==> config.mk <==
export PLATFORM = sky130hd
export DESIGN_NAME = block_table_heap_allocator_unit
export DESIGN_NICKNAME = d
export VERILOG_FILES = /design/src/hw/rtl/bta_pkg.sv /design/src/hw/rtl/bta_fifo.sv /design/src/hw/rtl/bta_front.sv /design/src/hw/rtl/bta_back.sv /design/src/hw/rtl/block_table_heap_allocator_unit.sv
export VERILOG_INCLUDE_DIRS = /design/src /design/src/hw/rtl
export SDC_FILE = /design/constraint.sdc
export NUM_CORES = 2
export LEC_CHECK = 0
export BUFFER_PORTS_ARGS = -buffer_cell sky130_fd_sc_hd__buf_4
export CORE_MARGIN = 2
export CORE_UTILIZATION = 35
export CTS_CLUSTER_DIAMETER = 120
export DETAILED_ROUTE_END_ITERATION = 12
export PLACE_DENSITY_LB_ADDON = 0.15
export SYNTH_ARGS = -nofsm -noshare
export SYNTH_HDL_FRONTEND = slang
export SYNTH_HIERARCHICAL = 1
export SYNTH_SLANG_ARGS = --single-unit
==> constraint.sdc <==
create_clock -name clk -period 78.9 [get_ports clk]
set_input_delay 7.89 -clock clk [delete_from_list [all_inputs] [get_ports clk]]
set_output_delay 7.89 -clock clk [all_outputs]
set_load 0.05 [all_outputs]
==> src/hw/rtl/block_table_heap_allocator_unit_defines.svh <==
// ----------------------------------------------------------------------------
// Block table heap allocator: assertion macros
// Shared concurrent assertion forms used by the allocator RTL.
// ----------------------------------------------------------------------------
`ifndef BLOCK_TABLE_HEAP_ALLOCATOR_UNIT_DEFINES_SVH
`define BLOCK_TABLE_HEAP_ALLOCATOR_UNIT_DEFINES_SVH

// same-cycle implication
`define BTA_ASSERT_IMP(lbl, ck, rs, ante, cons, msg) \
  lbl: assert property (@(posedge ck) disable iff (rs) (ante) |-> (cons)) \
    else $error(msg);

// next-cycle implication
`define BTA_ASSERT_NEXT(lbl, ck, rs, ante, cons, msg) \
  lbl: assert property (@(posedge ck) disable iff (rs) (ante) |=> (cons)) \
    else $error(msg);

`endif

==> src/hw/rtl/bta_pkg.sv <==
// ----------------------------------------------------------------------------
// Block table heap allocator package
// Types, codes and fixed constants shared by the allocator modules.
// ----------------------------------------------------------------------------
package bta_pkg;

  localparam int ADDR_W      = 32;
  localparam int BLOCK_BYTES = 4096;
  localparam int BLOCK_SHIFT = $clog2(BLOCK_BYTES);
  localparam int NEED_W      = ADDR_W + 1 - BLOCK_SHIFT;
  localparam int BLK_W       = ADDR_W - BLOCK_SHIFT;
  localparam int BIU_W       = 11;
  localparam logic [BIU_W-1:0] BIU_RESET = 11'd1024;
  localparam int CFG_IDX_W   = 1;
  localparam int QUEUE_DEPTH = 2;

  localparam int MARK_W = 3;
  localparam logic [MARK_W-1:0] MARK_FREE  = 3'b000;
  localparam logic [MARK_W-1:0] MARK_TAKEN = 3'b001;
  localparam logic [MARK_W-1:0] MARK_FIRST = 3'b010;
  localparam logic [MARK_W-1:0] MARK_NEXT  = 3'b100;
  localparam logic [7:0]        TYPE_MASK  = 8'h0f;

  typedef enum logic [0:0] {
    FUNC_ALLOC,
    FUNC_FREE
  } func_t;

  typedef enum logic [CFG_IDX_W-1:0] {
    REG_BASE,
    REG_BLOCKS
  } cfg_idx_t;

  typedef enum logic [1:0] {
    ST_OK,
    ST_NOMEM,
    ST_ZERO,
    ST_RANGE
  } status_t;

  typedef enum logic [2:0] {
    CMD_ALLOC,
    CMD_FREE,
    CMD_ZERO,
    CMD_NOMEM,
    CMD_RANGE
  } cmd_kind_t;

  // arg: blocks needed for an allocate, block number for a free
  typedef struct packed {
    cmd_kind_t         kind;
    logic [NEED_W-1:0] arg;
  } cmd_t;

  typedef struct packed {
    logic [ADDR_W-1:0] block_address;
    status_t           status;
  } res_t;

  typedef struct packed {
    logic [ADDR_W-1:0] base;
    logic [BIU_W-1:0]  total;
  } cfg_t;

  typedef enum logic [2:0] {
    BS_CLEAR,
    BS_IDLE,
    BS_SCAN,
    BS_MARK,
    BS_FREE,
    BS_RESP
  } bstate_t;

endpackage

==> src/hw/rtl/bta_fifo.sv <==
// ----------------------------------------------------------------------------
// Block table heap allocator: small queue
// Register-based FIFO used between front, back and the result port.
// ----------------------------------------------------------------------------
module bta_fifo #(
  parameter int W     = 8,
  parameter int DEPTH = 2
) (
  input  logic         clk,
  input  logic         rst,
  input  logic         push,
  input  logic [W-1:0] din,
  output logic         full,
  input  logic         pop,
  output logic [W-1:0] dout,
  output logic         empty
);

  localparam int PTR_W = (DEPTH > 1) ? $clog2(DEPTH) : 1;
  localparam int CNT_W = $clog2(DEPTH + 1);

  logic [W-1:0]     slots [DEPTH];
  logic [PTR_W-1:0] wr_ptr;
  logic [PTR_W-1:0] rd_ptr;
  logic [CNT_W-1:0] count;
  logic             do_push;
  logic             do_pop;

  assign full    = (count == CNT_W'(DEPTH));
  assign empty   = (count == '0);
  assign do_push = push && !full;
  assign do_pop  = pop && !empty;
  assign dout    = slots[rd_ptr];

  always_ff @(posedge clk) begin
    if (do_push) begin
      slots[wr_ptr] <= din;
    end
  end

  always_ff @(posedge clk) begin
    if (rst) begin
      wr_ptr <= '0;
      rd_ptr <= '0;
      count  <= '0;
    end else begin
      if (do_push) begin
        wr_ptr <= (wr_ptr == PTR_W'(DEPTH - 1)) ? '0 : wr_ptr + PTR_W'(1);
      end
      if (do_pop) begin
        rd_ptr <= (rd_ptr == PTR_W'(DEPTH - 1)) ? '0 : rd_ptr + PTR_W'(1);
      end
      case ({do_push, do_pop})
        2'b10:   count <= count + CNT_W'(1);
        2'b01:   count <= count - CNT_W'(1);
        default: count <= count;
      endcase
    end
  end

endmodule

==> src/hw/rtl/bta_front.sv <==
// ----------------------------------------------------------------------------
// Block table heap allocator: front end
// Holds the configuration registers and classifies each request into a
// command for the back end, settling trivial outcomes up front.
// ----------------------------------------------------------------------------
module bta_front import bta_pkg::*; #(
  parameter int NUM_BLOCKS = 1024
) (
  input  logic                 clk,
  input  logic                 rst,
  input  logic                 cfg_valid,
  output logic                 cfg_ready,
  input  logic [CFG_IDX_W-1:0] cfg_index,
  input  logic [ADDR_W-1:0]    cfg_data,
  input  logic                 push,
  output logic                 full,
  input  logic [0:0]           func,
  input  logic [ADDR_W-1:0]    size_bytes,
  input  logic [ADDR_W-1:0]    free_address,
  input  logic                 clearing,
  input  logic                 cmd_full,
  output logic                 cmd_push,
  output cmd_t                 cmd,
  output cfg_t                 cfg
);

  logic [ADDR_W-1:0] base_address;
  logic [BIU_W-1:0]  blocks_in_use;
  logic [BIU_W-1:0]  total;
  logic [ADDR_W:0]   size_up;
  logic [NEED_W-1:0] need;
  logic [ADDR_W-1:0] offset;
  logic [BLK_W-1:0]  blk;
  logic              out_of_range;

  assign cfg_ready = 1'b1;

  always_ff @(posedge clk) begin
    if (rst) begin
      base_address  <= '0;
      blocks_in_use <= BIU_RESET;
    end else if (cfg_valid && cfg_ready) begin
      unique case (cfg_idx_t'(cfg_index))
        REG_BASE:   base_address  <= cfg_data;
        REG_BLOCKS: blocks_in_use <= cfg_data[BIU_W-1:0];
        default:    base_address  <= base_address;
      endcase
    end
  end

  // managed count saturates at the table depth
  assign total = (32'(blocks_in_use) > 32'(NUM_BLOCKS)) ? BIU_W'(NUM_BLOCKS) : blocks_in_use;

  assign cfg.base  = base_address;
  assign cfg.total = total;

  assign size_up = {1'b0, size_bytes} + (ADDR_W + 1)'(BLOCK_BYTES - 1);
  assign need    = size_up[ADDR_W:BLOCK_SHIFT];

  assign offset       = free_address - base_address;
  assign blk          = offset[ADDR_W-1:BLOCK_SHIFT];
  assign out_of_range = (free_address < base_address) || (32'(blk) >= 32'(total));

  always_comb begin
    cmd.kind = CMD_ALLOC;
    cmd.arg  = need;
    if (func_t'(func) == FUNC_FREE) begin
      cmd.kind = out_of_range ? CMD_RANGE : CMD_FREE;
      cmd.arg  = NEED_W'(blk);
    end else if (need == '0) begin
      cmd.kind = CMD_ZERO;
    end else if (32'(need) > 32'(total)) begin
      cmd.kind = CMD_NOMEM;
    end
  end

  assign full     = cmd_full || clearing;
  assign cmd_push = push && !full;

endmodule

==> src/hw/rtl/bta_back.sv <==
// ----------------------------------------------------------------------------
// Block table heap allocator: back end
// Owns the block mark table and walks it one entry per cycle to scan,
// mark and release chains; clears the table after reset.
// ----------------------------------------------------------------------------
`include "block_table_heap_allocator_unit_defines.svh"

module bta_back import bta_pkg::*; #(
  parameter int NUM_BLOCKS = 1024
) (
  input  logic clk,
  input  logic rst,
  input  cfg_t cfg,
  input  logic cmd_empty,
  input  cmd_t cmd,
  output logic cmd_pop,
  input  logic res_full,
  output logic res_push,
  output res_t res,
  output logic clearing
);

  localparam int IDX_W = $clog2(NUM_BLOCKS);

  logic [MARK_W-1:0] marks [NUM_BLOCKS];
  logic [MARK_W-1:0] rdata;
  logic              mem_we;
  logic [IDX_W-1:0]  mem_wa;
  logic [MARK_W-1:0] mem_wd;
  logic [IDX_W-1:0]  mem_ra;

  bstate_t           state, state_next;
  logic [IDX_W-1:0]  dat_idx, dat_idx_next;
  logic [IDX_W-1:0]  start, start_next;
  logic [BIU_W-1:0]  run, run_next;
  logic [NEED_W-1:0] left, left_next;
  res_t              res_next;
  logic [BIU_W-1:0]  run_inc;
  logic              at_free;
  logic              last_managed;

  always_ff @(posedge clk) begin
    if (mem_we) begin
      marks[mem_wa] <= mem_wd;
    end
    rdata <= marks[mem_ra];
  end

  assign run_inc      = run + BIU_W'(1);
  assign at_free      = ((8'(rdata) & TYPE_MASK) == '0);
  assign last_managed = (32'(dat_idx) + 32'd1 >= 32'(cfg.total));

  always_ff @(posedge clk) begin
    if (rst) begin
      state   <= BS_CLEAR;
      dat_idx <= '0;
    end else begin
      state   <= state_next;
      dat_idx <= dat_idx_next;
    end
  end

  always_ff @(posedge clk) begin
    start <= start_next;
    run   <= run_next;
    left  <= left_next;
    res   <= res_next;
  end

  always_comb begin
    state_next   = state;
    dat_idx_next = dat_idx;
    start_next   = start;
    run_next     = run;
    left_next    = left;
    res_next     = res;
    mem_we       = 1'b0;
    mem_wa       = dat_idx;
    mem_wd       = MARK_FREE;
    mem_ra       = dat_idx;
    cmd_pop      = 1'b0;
    res_push     = 1'b0;

    unique case (state)
      BS_CLEAR: begin
        mem_we = 1'b1;
        if (32'(dat_idx) == 32'(NUM_BLOCKS - 1)) begin
          dat_idx_next = '0;
          state_next   = BS_IDLE;
        end else begin
          dat_idx_next = dat_idx + IDX_W'(1);
        end
      end
      BS_IDLE: begin
        if (!cmd_empty) begin
          cmd_pop = 1'b1;
          unique case (cmd.kind)
            CMD_ALLOC: begin
              mem_ra       = '0;
              dat_idx_next = '0;
              run_next     = '0;
              left_next    = cmd.arg;
              state_next   = BS_SCAN;
            end
            CMD_FREE: begin
              mem_ra       = IDX_W'(cmd.arg);
              dat_idx_next = IDX_W'(cmd.arg);
              state_next   = BS_FREE;
            end
            CMD_ZERO: begin
              res_next   = '{block_address: '0, status: ST_ZERO};
              state_next = BS_RESP;
            end
            CMD_RANGE: begin
              res_next   = '{block_address: '0, status: ST_RANGE};
              state_next = BS_RESP;
            end
            default: begin
              res_next   = '{block_address: '0, status: ST_NOMEM};
              state_next = BS_RESP;
            end
          endcase
        end
      end
      BS_SCAN: begin
        if (at_free) begin
          run_next = run_inc;
          if (run == '0) begin
            start_next = dat_idx;
          end
        end else begin
          run_next = '0;
        end
        if (at_free && (NEED_W'(run_inc) == left)) begin
          dat_idx_next = (run == '0) ? dat_idx : start;
          state_next   = BS_MARK;
        end else if (last_managed) begin
          res_next   = '{block_address: '0, status: ST_NOMEM};
          state_next = BS_RESP;
        end else begin
          mem_ra       = dat_idx + IDX_W'(1);
          dat_idx_next = dat_idx + IDX_W'(1);
        end
      end
      BS_MARK: begin
        mem_we    = 1'b1;
        mem_wd    = MARK_TAKEN | ((dat_idx == start) ? MARK_FIRST : MARK_FREE)
                  | ((left != NEED_W'(1)) ? MARK_NEXT : MARK_FREE);
        left_next = left - NEED_W'(1);
        if (left == NEED_W'(1)) begin
          res_next.block_address = cfg.base + (ADDR_W'(start) << BLOCK_SHIFT);
          res_next.status        = ST_OK;
          state_next             = BS_RESP;
        end else begin
          dat_idx_next = dat_idx + IDX_W'(1);
        end
      end
      BS_FREE: begin
        mem_we = 1'b1;
        if (((rdata & MARK_NEXT) != '0) && !last_managed) begin
          mem_ra       = dat_idx + IDX_W'(1);
          dat_idx_next = dat_idx + IDX_W'(1);
        end else begin
          res_next   = '{block_address: '0, status: ST_OK};
          state_next = BS_RESP;
        end
      end
      BS_RESP: begin
        if (!res_full) begin
          res_push   = 1'b1;
          state_next = BS_IDLE;
        end
      end
      default: begin
        state_next = BS_IDLE;
      end
    endcase
  end

  assign clearing = (state == BS_CLEAR);

  `BTA_ASSERT_IMP(a_scan_no_write, clk, rst, state == BS_SCAN, !mem_we, "table written during scan")
  `BTA_ASSERT_IMP(a_mark_taken, clk, rst, state == BS_MARK, mem_we && ((mem_wd & MARK_TAKEN) != '0), "chain entry not marked taken")
  `BTA_ASSERT_IMP(a_fail_addr_zero, clk, rst, res_push && (res.status != ST_OK), res.block_address == '0, "failed request with nonzero address")
  `BTA_ASSERT_NEXT(a_idle_leaves, clk, rst, (state == BS_IDLE) && !cmd_empty, state != BS_IDLE, "command taken but back end stayed idle")

endmodule

==> src/hw/rtl/block_table_heap_allocator_unit.sv <==
// ----------------------------------------------------------------------------
// Block table heap allocator unit
// First-fit heap allocator over a per-block mark table, queue interfaces.
// ----------------------------------------------------------------------------
// Requests go in through a push/full queue and one result per request comes
// out through an empty/pop queue. The mark table has one read and one write
// port and every walk visits one entry per cycle. Once a request is accepted,
// an allocate scans the table (at most the managed count of entries) and
// then marks the blocks of the run, a free releases its chain entry by entry,
// and zero-size, oversize or out-of-range requests go straight to the result;
// a stalled result side holds the result back. After reset every entry of the
// table is cleared, during which full stays high; configuration writes are
// accepted at any time but belong to idle periods.
module block_table_heap_allocator_unit import bta_pkg::*; #(
  parameter int NUM_BLOCKS = 1024
) (
  input  logic                 clk,
  input  logic                 rst,
  input  logic                 push,
  output logic                 full,
  input  logic [0:0]           func,
  input  logic [ADDR_W-1:0]    size_bytes,
  input  logic [ADDR_W-1:0]    free_address,
  output logic                 empty,
  input  logic                 pop,
  output logic [ADDR_W-1:0]    block_address,
  output logic [1:0]           status,
  input  logic                 cfg_valid,
  output logic                 cfg_ready,
  input  logic [CFG_IDX_W-1:0] cfg_index,
  input  logic [ADDR_W-1:0]    cfg_data
);

  cfg_t cfg;
  cmd_t cmd_in;
  cmd_t cmd_out;
  logic [$bits(cmd_t)-1:0] cmd_dout;
  logic cmd_push;
  logic cmd_full;
  logic cmd_pop;
  logic cmd_empty;
  logic clearing;
  res_t res_in;
  res_t res_out;
  logic [$bits(res_t)-1:0] res_dout;
  logic res_push;
  logic res_full;

  bta_front #(
    .NUM_BLOCKS(NUM_BLOCKS)
  ) u_front (
    .clk          (clk),
    .rst          (rst),
    .cfg_valid    (cfg_valid),
    .cfg_ready    (cfg_ready),
    .cfg_index    (cfg_index),
    .cfg_data     (cfg_data),
    .push         (push),
    .full         (full),
    .func         (func),
    .size_bytes   (size_bytes),
    .free_address (free_address),
    .clearing     (clearing),
    .cmd_full     (cmd_full),
    .cmd_push     (cmd_push),
    .cmd          (cmd_in),
    .cfg          (cfg)
  );

  bta_fifo #(
    .W     ($bits(cmd_t)),
    .DEPTH (QUEUE_DEPTH)
  ) u_cmd_q (
    .clk   (clk),
    .rst   (rst),
    .push  (cmd_push),
    .din   (cmd_in),
    .full  (cmd_full),
    .pop   (cmd_pop),
    .dout  (cmd_dout),
    .empty (cmd_empty)
  );

  assign cmd_out = cmd_t'(cmd_dout);

  bta_back #(
    .NUM_BLOCKS(NUM_BLOCKS)
  ) u_back (
    .clk       (clk),
    .rst       (rst),
    .cfg       (cfg),
    .cmd_empty (cmd_empty),
    .cmd       (cmd_out),
    .cmd_pop   (cmd_pop),
    .res_full  (res_full),
    .res_push  (res_push),
    .res       (res_in),
    .clearing  (clearing)
  );

  bta_fifo #(
    .W     ($bits(res_t)),
    .DEPTH (QUEUE_DEPTH)
  ) u_res_q (
    .clk   (clk),
    .rst   (rst),
    .push  (res_push),
    .din   (res_in),
    .full  (res_full),
    .pop   (pop),
    .dout  (res_dout),
    .empty (empty)
  );

  assign res_out       = res_t'(res_dout);
  assign block_address = res_out.block_address;
  assign status        = res_out.status;

endmodule
==> results.toml <==
[logic_synthesis]
synth.distinct_cells = 101
synth.avg_cell_area_um2 = 12.6
syn-num-nets = 11463
synth-seq-area-share = 0.698
syn_area_um2 = 142000
synthCells = 11275
ys.flop_type = "edfxtp_1"
yosys_warnings = 6
synth-seq-cells = 3333
synth-async-reset-ratio = 0
synth_edf_count = 3264

[drt]
drt_pre_antenna_iters = 6
vias = 97573
ant_nets = 0
viasPerCell = 5.74
post_drt_wl_per_cell_um = 30.8
wirelength_um = 523000
drt_iter0_drc = 13095
drc = 0

[timing]
fin_crit_sh = 0.147
relSlewSlack = 0.0833
setup_tns_ns = 0
finalHoldViolCount = 0
slew_viol_final = 0
fmax_mhz = 86.0
skew_ns = 0.0510
period_needed_ns = 11.63
rsz0062_at_grt = "no"
tightest_slew_ns = 1.34
finalSetupViolCount = 0

[grt]
grt_pass1_wl_um = 731000
antenna_found_initial = 61
grt_pass1_vias = 94513
grt_overflow = 0
grtUsageTotal = 0.245
grt_max_degree = 209

[worst_setup_path]
crit_type = "in -> reg"
crit_required_ns = 79.65
startpoint_type = "primary input"
crit_arrival_ns = 12.38
ff2ff_path_depth = 21
max_stage_delay_ns = 0.60
crit_buf_inv = 1
critPathLaunch = "free_address[5]"
cpLargestDelayFamily = "compound AO/OA/AOI/OAI gates"
endpoint_kind = "register"
r2r_setup_slack_ns = 68.56
cpMaxStageDelayCell = "a221oi_1"
reg2reg_from = "u_back/dat_idx[4]$_SDFFE_PP0P_"
cp_max_fo = 8
worstReg2RegEnd = "u_back/rdata[0]$_DFF_P_"
path_cells = "buf_4 -> ha_1 -> and4_1 -> and3_1 -> a221oi_1 -> o211a_2 -> o21ai_0 -> xor2_1 -> ha_1 -> nand4_1 -> or3_1 -> a31oi_1 -> a211o_1 -> or4b_1 -> or4b_1 -> a211oi_1"

[die]
dieArea_um2 = 412000
die_x_um = 642
die_y_um = 642
start_util = 0.351
rows = 234
coreArea_um2 = 406000
ios = 140

[clock_tree]
cts.sinks = 3333
clockBufferDepth = 4
ctsHoldBuffers = 0
clock_latency_ns = 0.99
cts_made_buffers = 370
htreeDepth = 5
cts_resized = 0
cts_tree = "built"
cts_root_buf = "clkbuf_16"
clk_pin_slew_worst_paths_ns = 0.06
post_cts_buffers = 0

[run]
drv_cap = 0

[placement]
dpl_cell_area_um2 = 149000
dp_hpwl_um = 303000
portBuffers = 138
routabilityCongestion = 0.886

[finish]
finalNetCount = 11426
syn2layout_area_growth_pct = 13.4
fin_area_um2 = 161000
drive_gt1_frac = 0.101

[worst_hold_path]
holdPathEnd = "u_res_q/slots[1][7]$_DFFE_PP_"
min_from = "u_back/res[7]$_DFFE_PP_"
hold-path-cell-count = 0
hold_class = "reg -> reg"

[power]
ir_drop_uv = 45.3
leakagePower_nw = 53.3
powerDensity_nw_per_um2 = 38.1

[status]
status = "complete, no violations"
[state kept, by name, summed over array words and instances, names as in the netlist, 2 cells and up, named ones only]
signal,cells
u_back/dat_idx,10
u_back/left,21
u_back/marks,3072
u_back/rdata,3
u_back/res,34
u_back/run,11
u_back/start,10
u_back/state,3
u_cmd_q/count,2
u_cmd_q/slots,48
u_front/base_address,32
u_front/blocks_in_use,11
u_res_q/count,2
u_res_q/slots,68
[stage by stage]
| step | hold WS, ns | power (mW) | instances | setup WS, ns | utilization |
|---|---|---|---|---|---|
| floorplan | 0.421 | 3.54 | 11275 | 24.25 | - |
| global placement | 0.422 | 4.42 | 16294 | 66.36 | 0.368 |
| detailed placement | 0.432 | 4.42 | 16294 | 66.41 | 0.368 |
| CTS | 0.446 | 6.15 | 16975 | 67.44 | 0.398 |
| global route | 0.457 | 6.37 | 16977 | 67.03 | 0.398 |
| finish | 0.441 | 6.15 | 16995 | 67.27 | 0.398 |
[worst max-delay path by stage]
| stage | to | slack [ns] | depth (start not counted) |
|---|---|---|---|
| after global placement | u_cmd_q/slots[0][21]$_DFFE_PP_ | 66.36 | 17 |
| after global routing | u_cmd_q/slots[1][21]$_DFFE_PP_ | 67.03 | 17 |
| after CTS | u_cmd_q/slots[1][21]$_DFFE_PP_ | 67.44 | 16 |
| after floorplan | u_back/marks[0][1]$_DFFE_PP_ | 24.25 | 7 |
| final | u_cmd_q/slots[1][21]$_DFFE_PP_ | 67.27 | 16 |
| after detailed placement | u_cmd_q/slots[0][21]$_DFFE_PP_ | 66.41 | 16 |
[cell families after synthesis]
| family | synth area share |
|---|---|
| AOI/OAI and AO/OA | 0.0756 |
| xor gates and xnor gates | 0.00760 |
| adders and majority gates | 0.00752 |
| buffers and inverters | 0.0307 |
| DFF | 0.698 |
| muxes | 0.0415 |
| other | 0.0000263 |
| and+or+nand+nor | 0.139 |
[layer usage]
metal,global-route usage,up-vias,part of all wire
li1,-,41844,-
met1,0.340,49996,0.42
met2,0.391,4903,0.46
met3,0.0404,822,0.087
met4,0.0827,8,0.035
met5,0,-,0.00011
[cell usage in the layout (no fill, tap or decap), types with 38 or more instances in the layout]
cell | Yosys | layout
o22ai_1 | 118 | 118
buf_4 | 80 | 416
and3_1 | 205 | 204
mux2_2 | 76 | 76
nor2_1 | 1172 | 1160
nand2_1 | 2178 | 2138
clkbuf_16 | 0 | 377
clkinv_1 | 3 | 80
o21ai_0 | 167 | 167
edfxtp_1 | 3264 | 3264
nand4_1 | 63 | 63
xnor2_1 | 75 | 75
ha_1 | 84 | 84
dfxtp_1 | 69 | 69
a311oi_1 | 114 | 113
xor2_1 | 46 | 46
clkbuf_1 | 422 | 86
nor3_1 | 113 | 106
a211oi_1 | 169 | 169
a21oi_1 | 405 | 405
clkinv_2 | 0 | 68
nand3_1 | 675 | 675
nor4_1 | 79 | 76
a31oi_1 | 164 | 162
bufinv_16 | 0 | 38
mux2i_1 | 472 | 472
inv_1 | 89 | 89
o221ai_1 | 129 | 129
[cell usage after synthesis, types with 44 or more instances]
cell | number | area, um2
dfxtp_1 | 69 | 1380
buf_2 | 273 | 1370
edfxtp_1 | 3264 | 98000
nand2_1 | 2178 | 8180
a21oi_1 | 405 | 2030
xor2_1 | 46 | 403
nor4_1 | 79 | 494
a31oi_1 | 164 | 1030
nand4_1 | 63 | 394
mux2_2 | 76 | 856
buf_1 | 44 | 165
and3_1 | 205 | 1280
nor3_1 | 113 | 566
clkbuf_1 | 422 | 1580
nand3_1 | 675 | 3380
a211oi_1 | 169 | 1270
o21ai_0 | 167 | 836
ha_1 | 84 | 1050
buf_4 | 80 | 601
nor2_1 | 1172 | 4400
mux2i_1 | 472 | 4720
o22ai_1 | 118 | 738
a311oi_1 | 114 | 998
inv_1 | 89 | 334
o221ai_1 | 129 | 1130
xnor2_1 | 75 | 657
[power breakdown]
group | leakage [nW] | internal [mW] | switching, mW | total (mW)
clock network | 5.87 | 1.01 | 0.728 | 1.74
logic | 19.3 | 0.640 | 1.75 | 2.39
registers | 28.2 | 2.00 | 0.0223 | 2.02
[final cells by class]
cell class	instances	area [um2]
Timing Repair Buffer	437	3540
Antenna cell	20	50.0
Multi-Input combinational cell	7001	39200
Clock inverter	211	2170
Inverter	95	364
Clock buffer	470	9850
Tap cell	5428	6790
Sequential cell	3333	99400
Fill cell	38243	244000
Power figures use the tool's default switching activity.
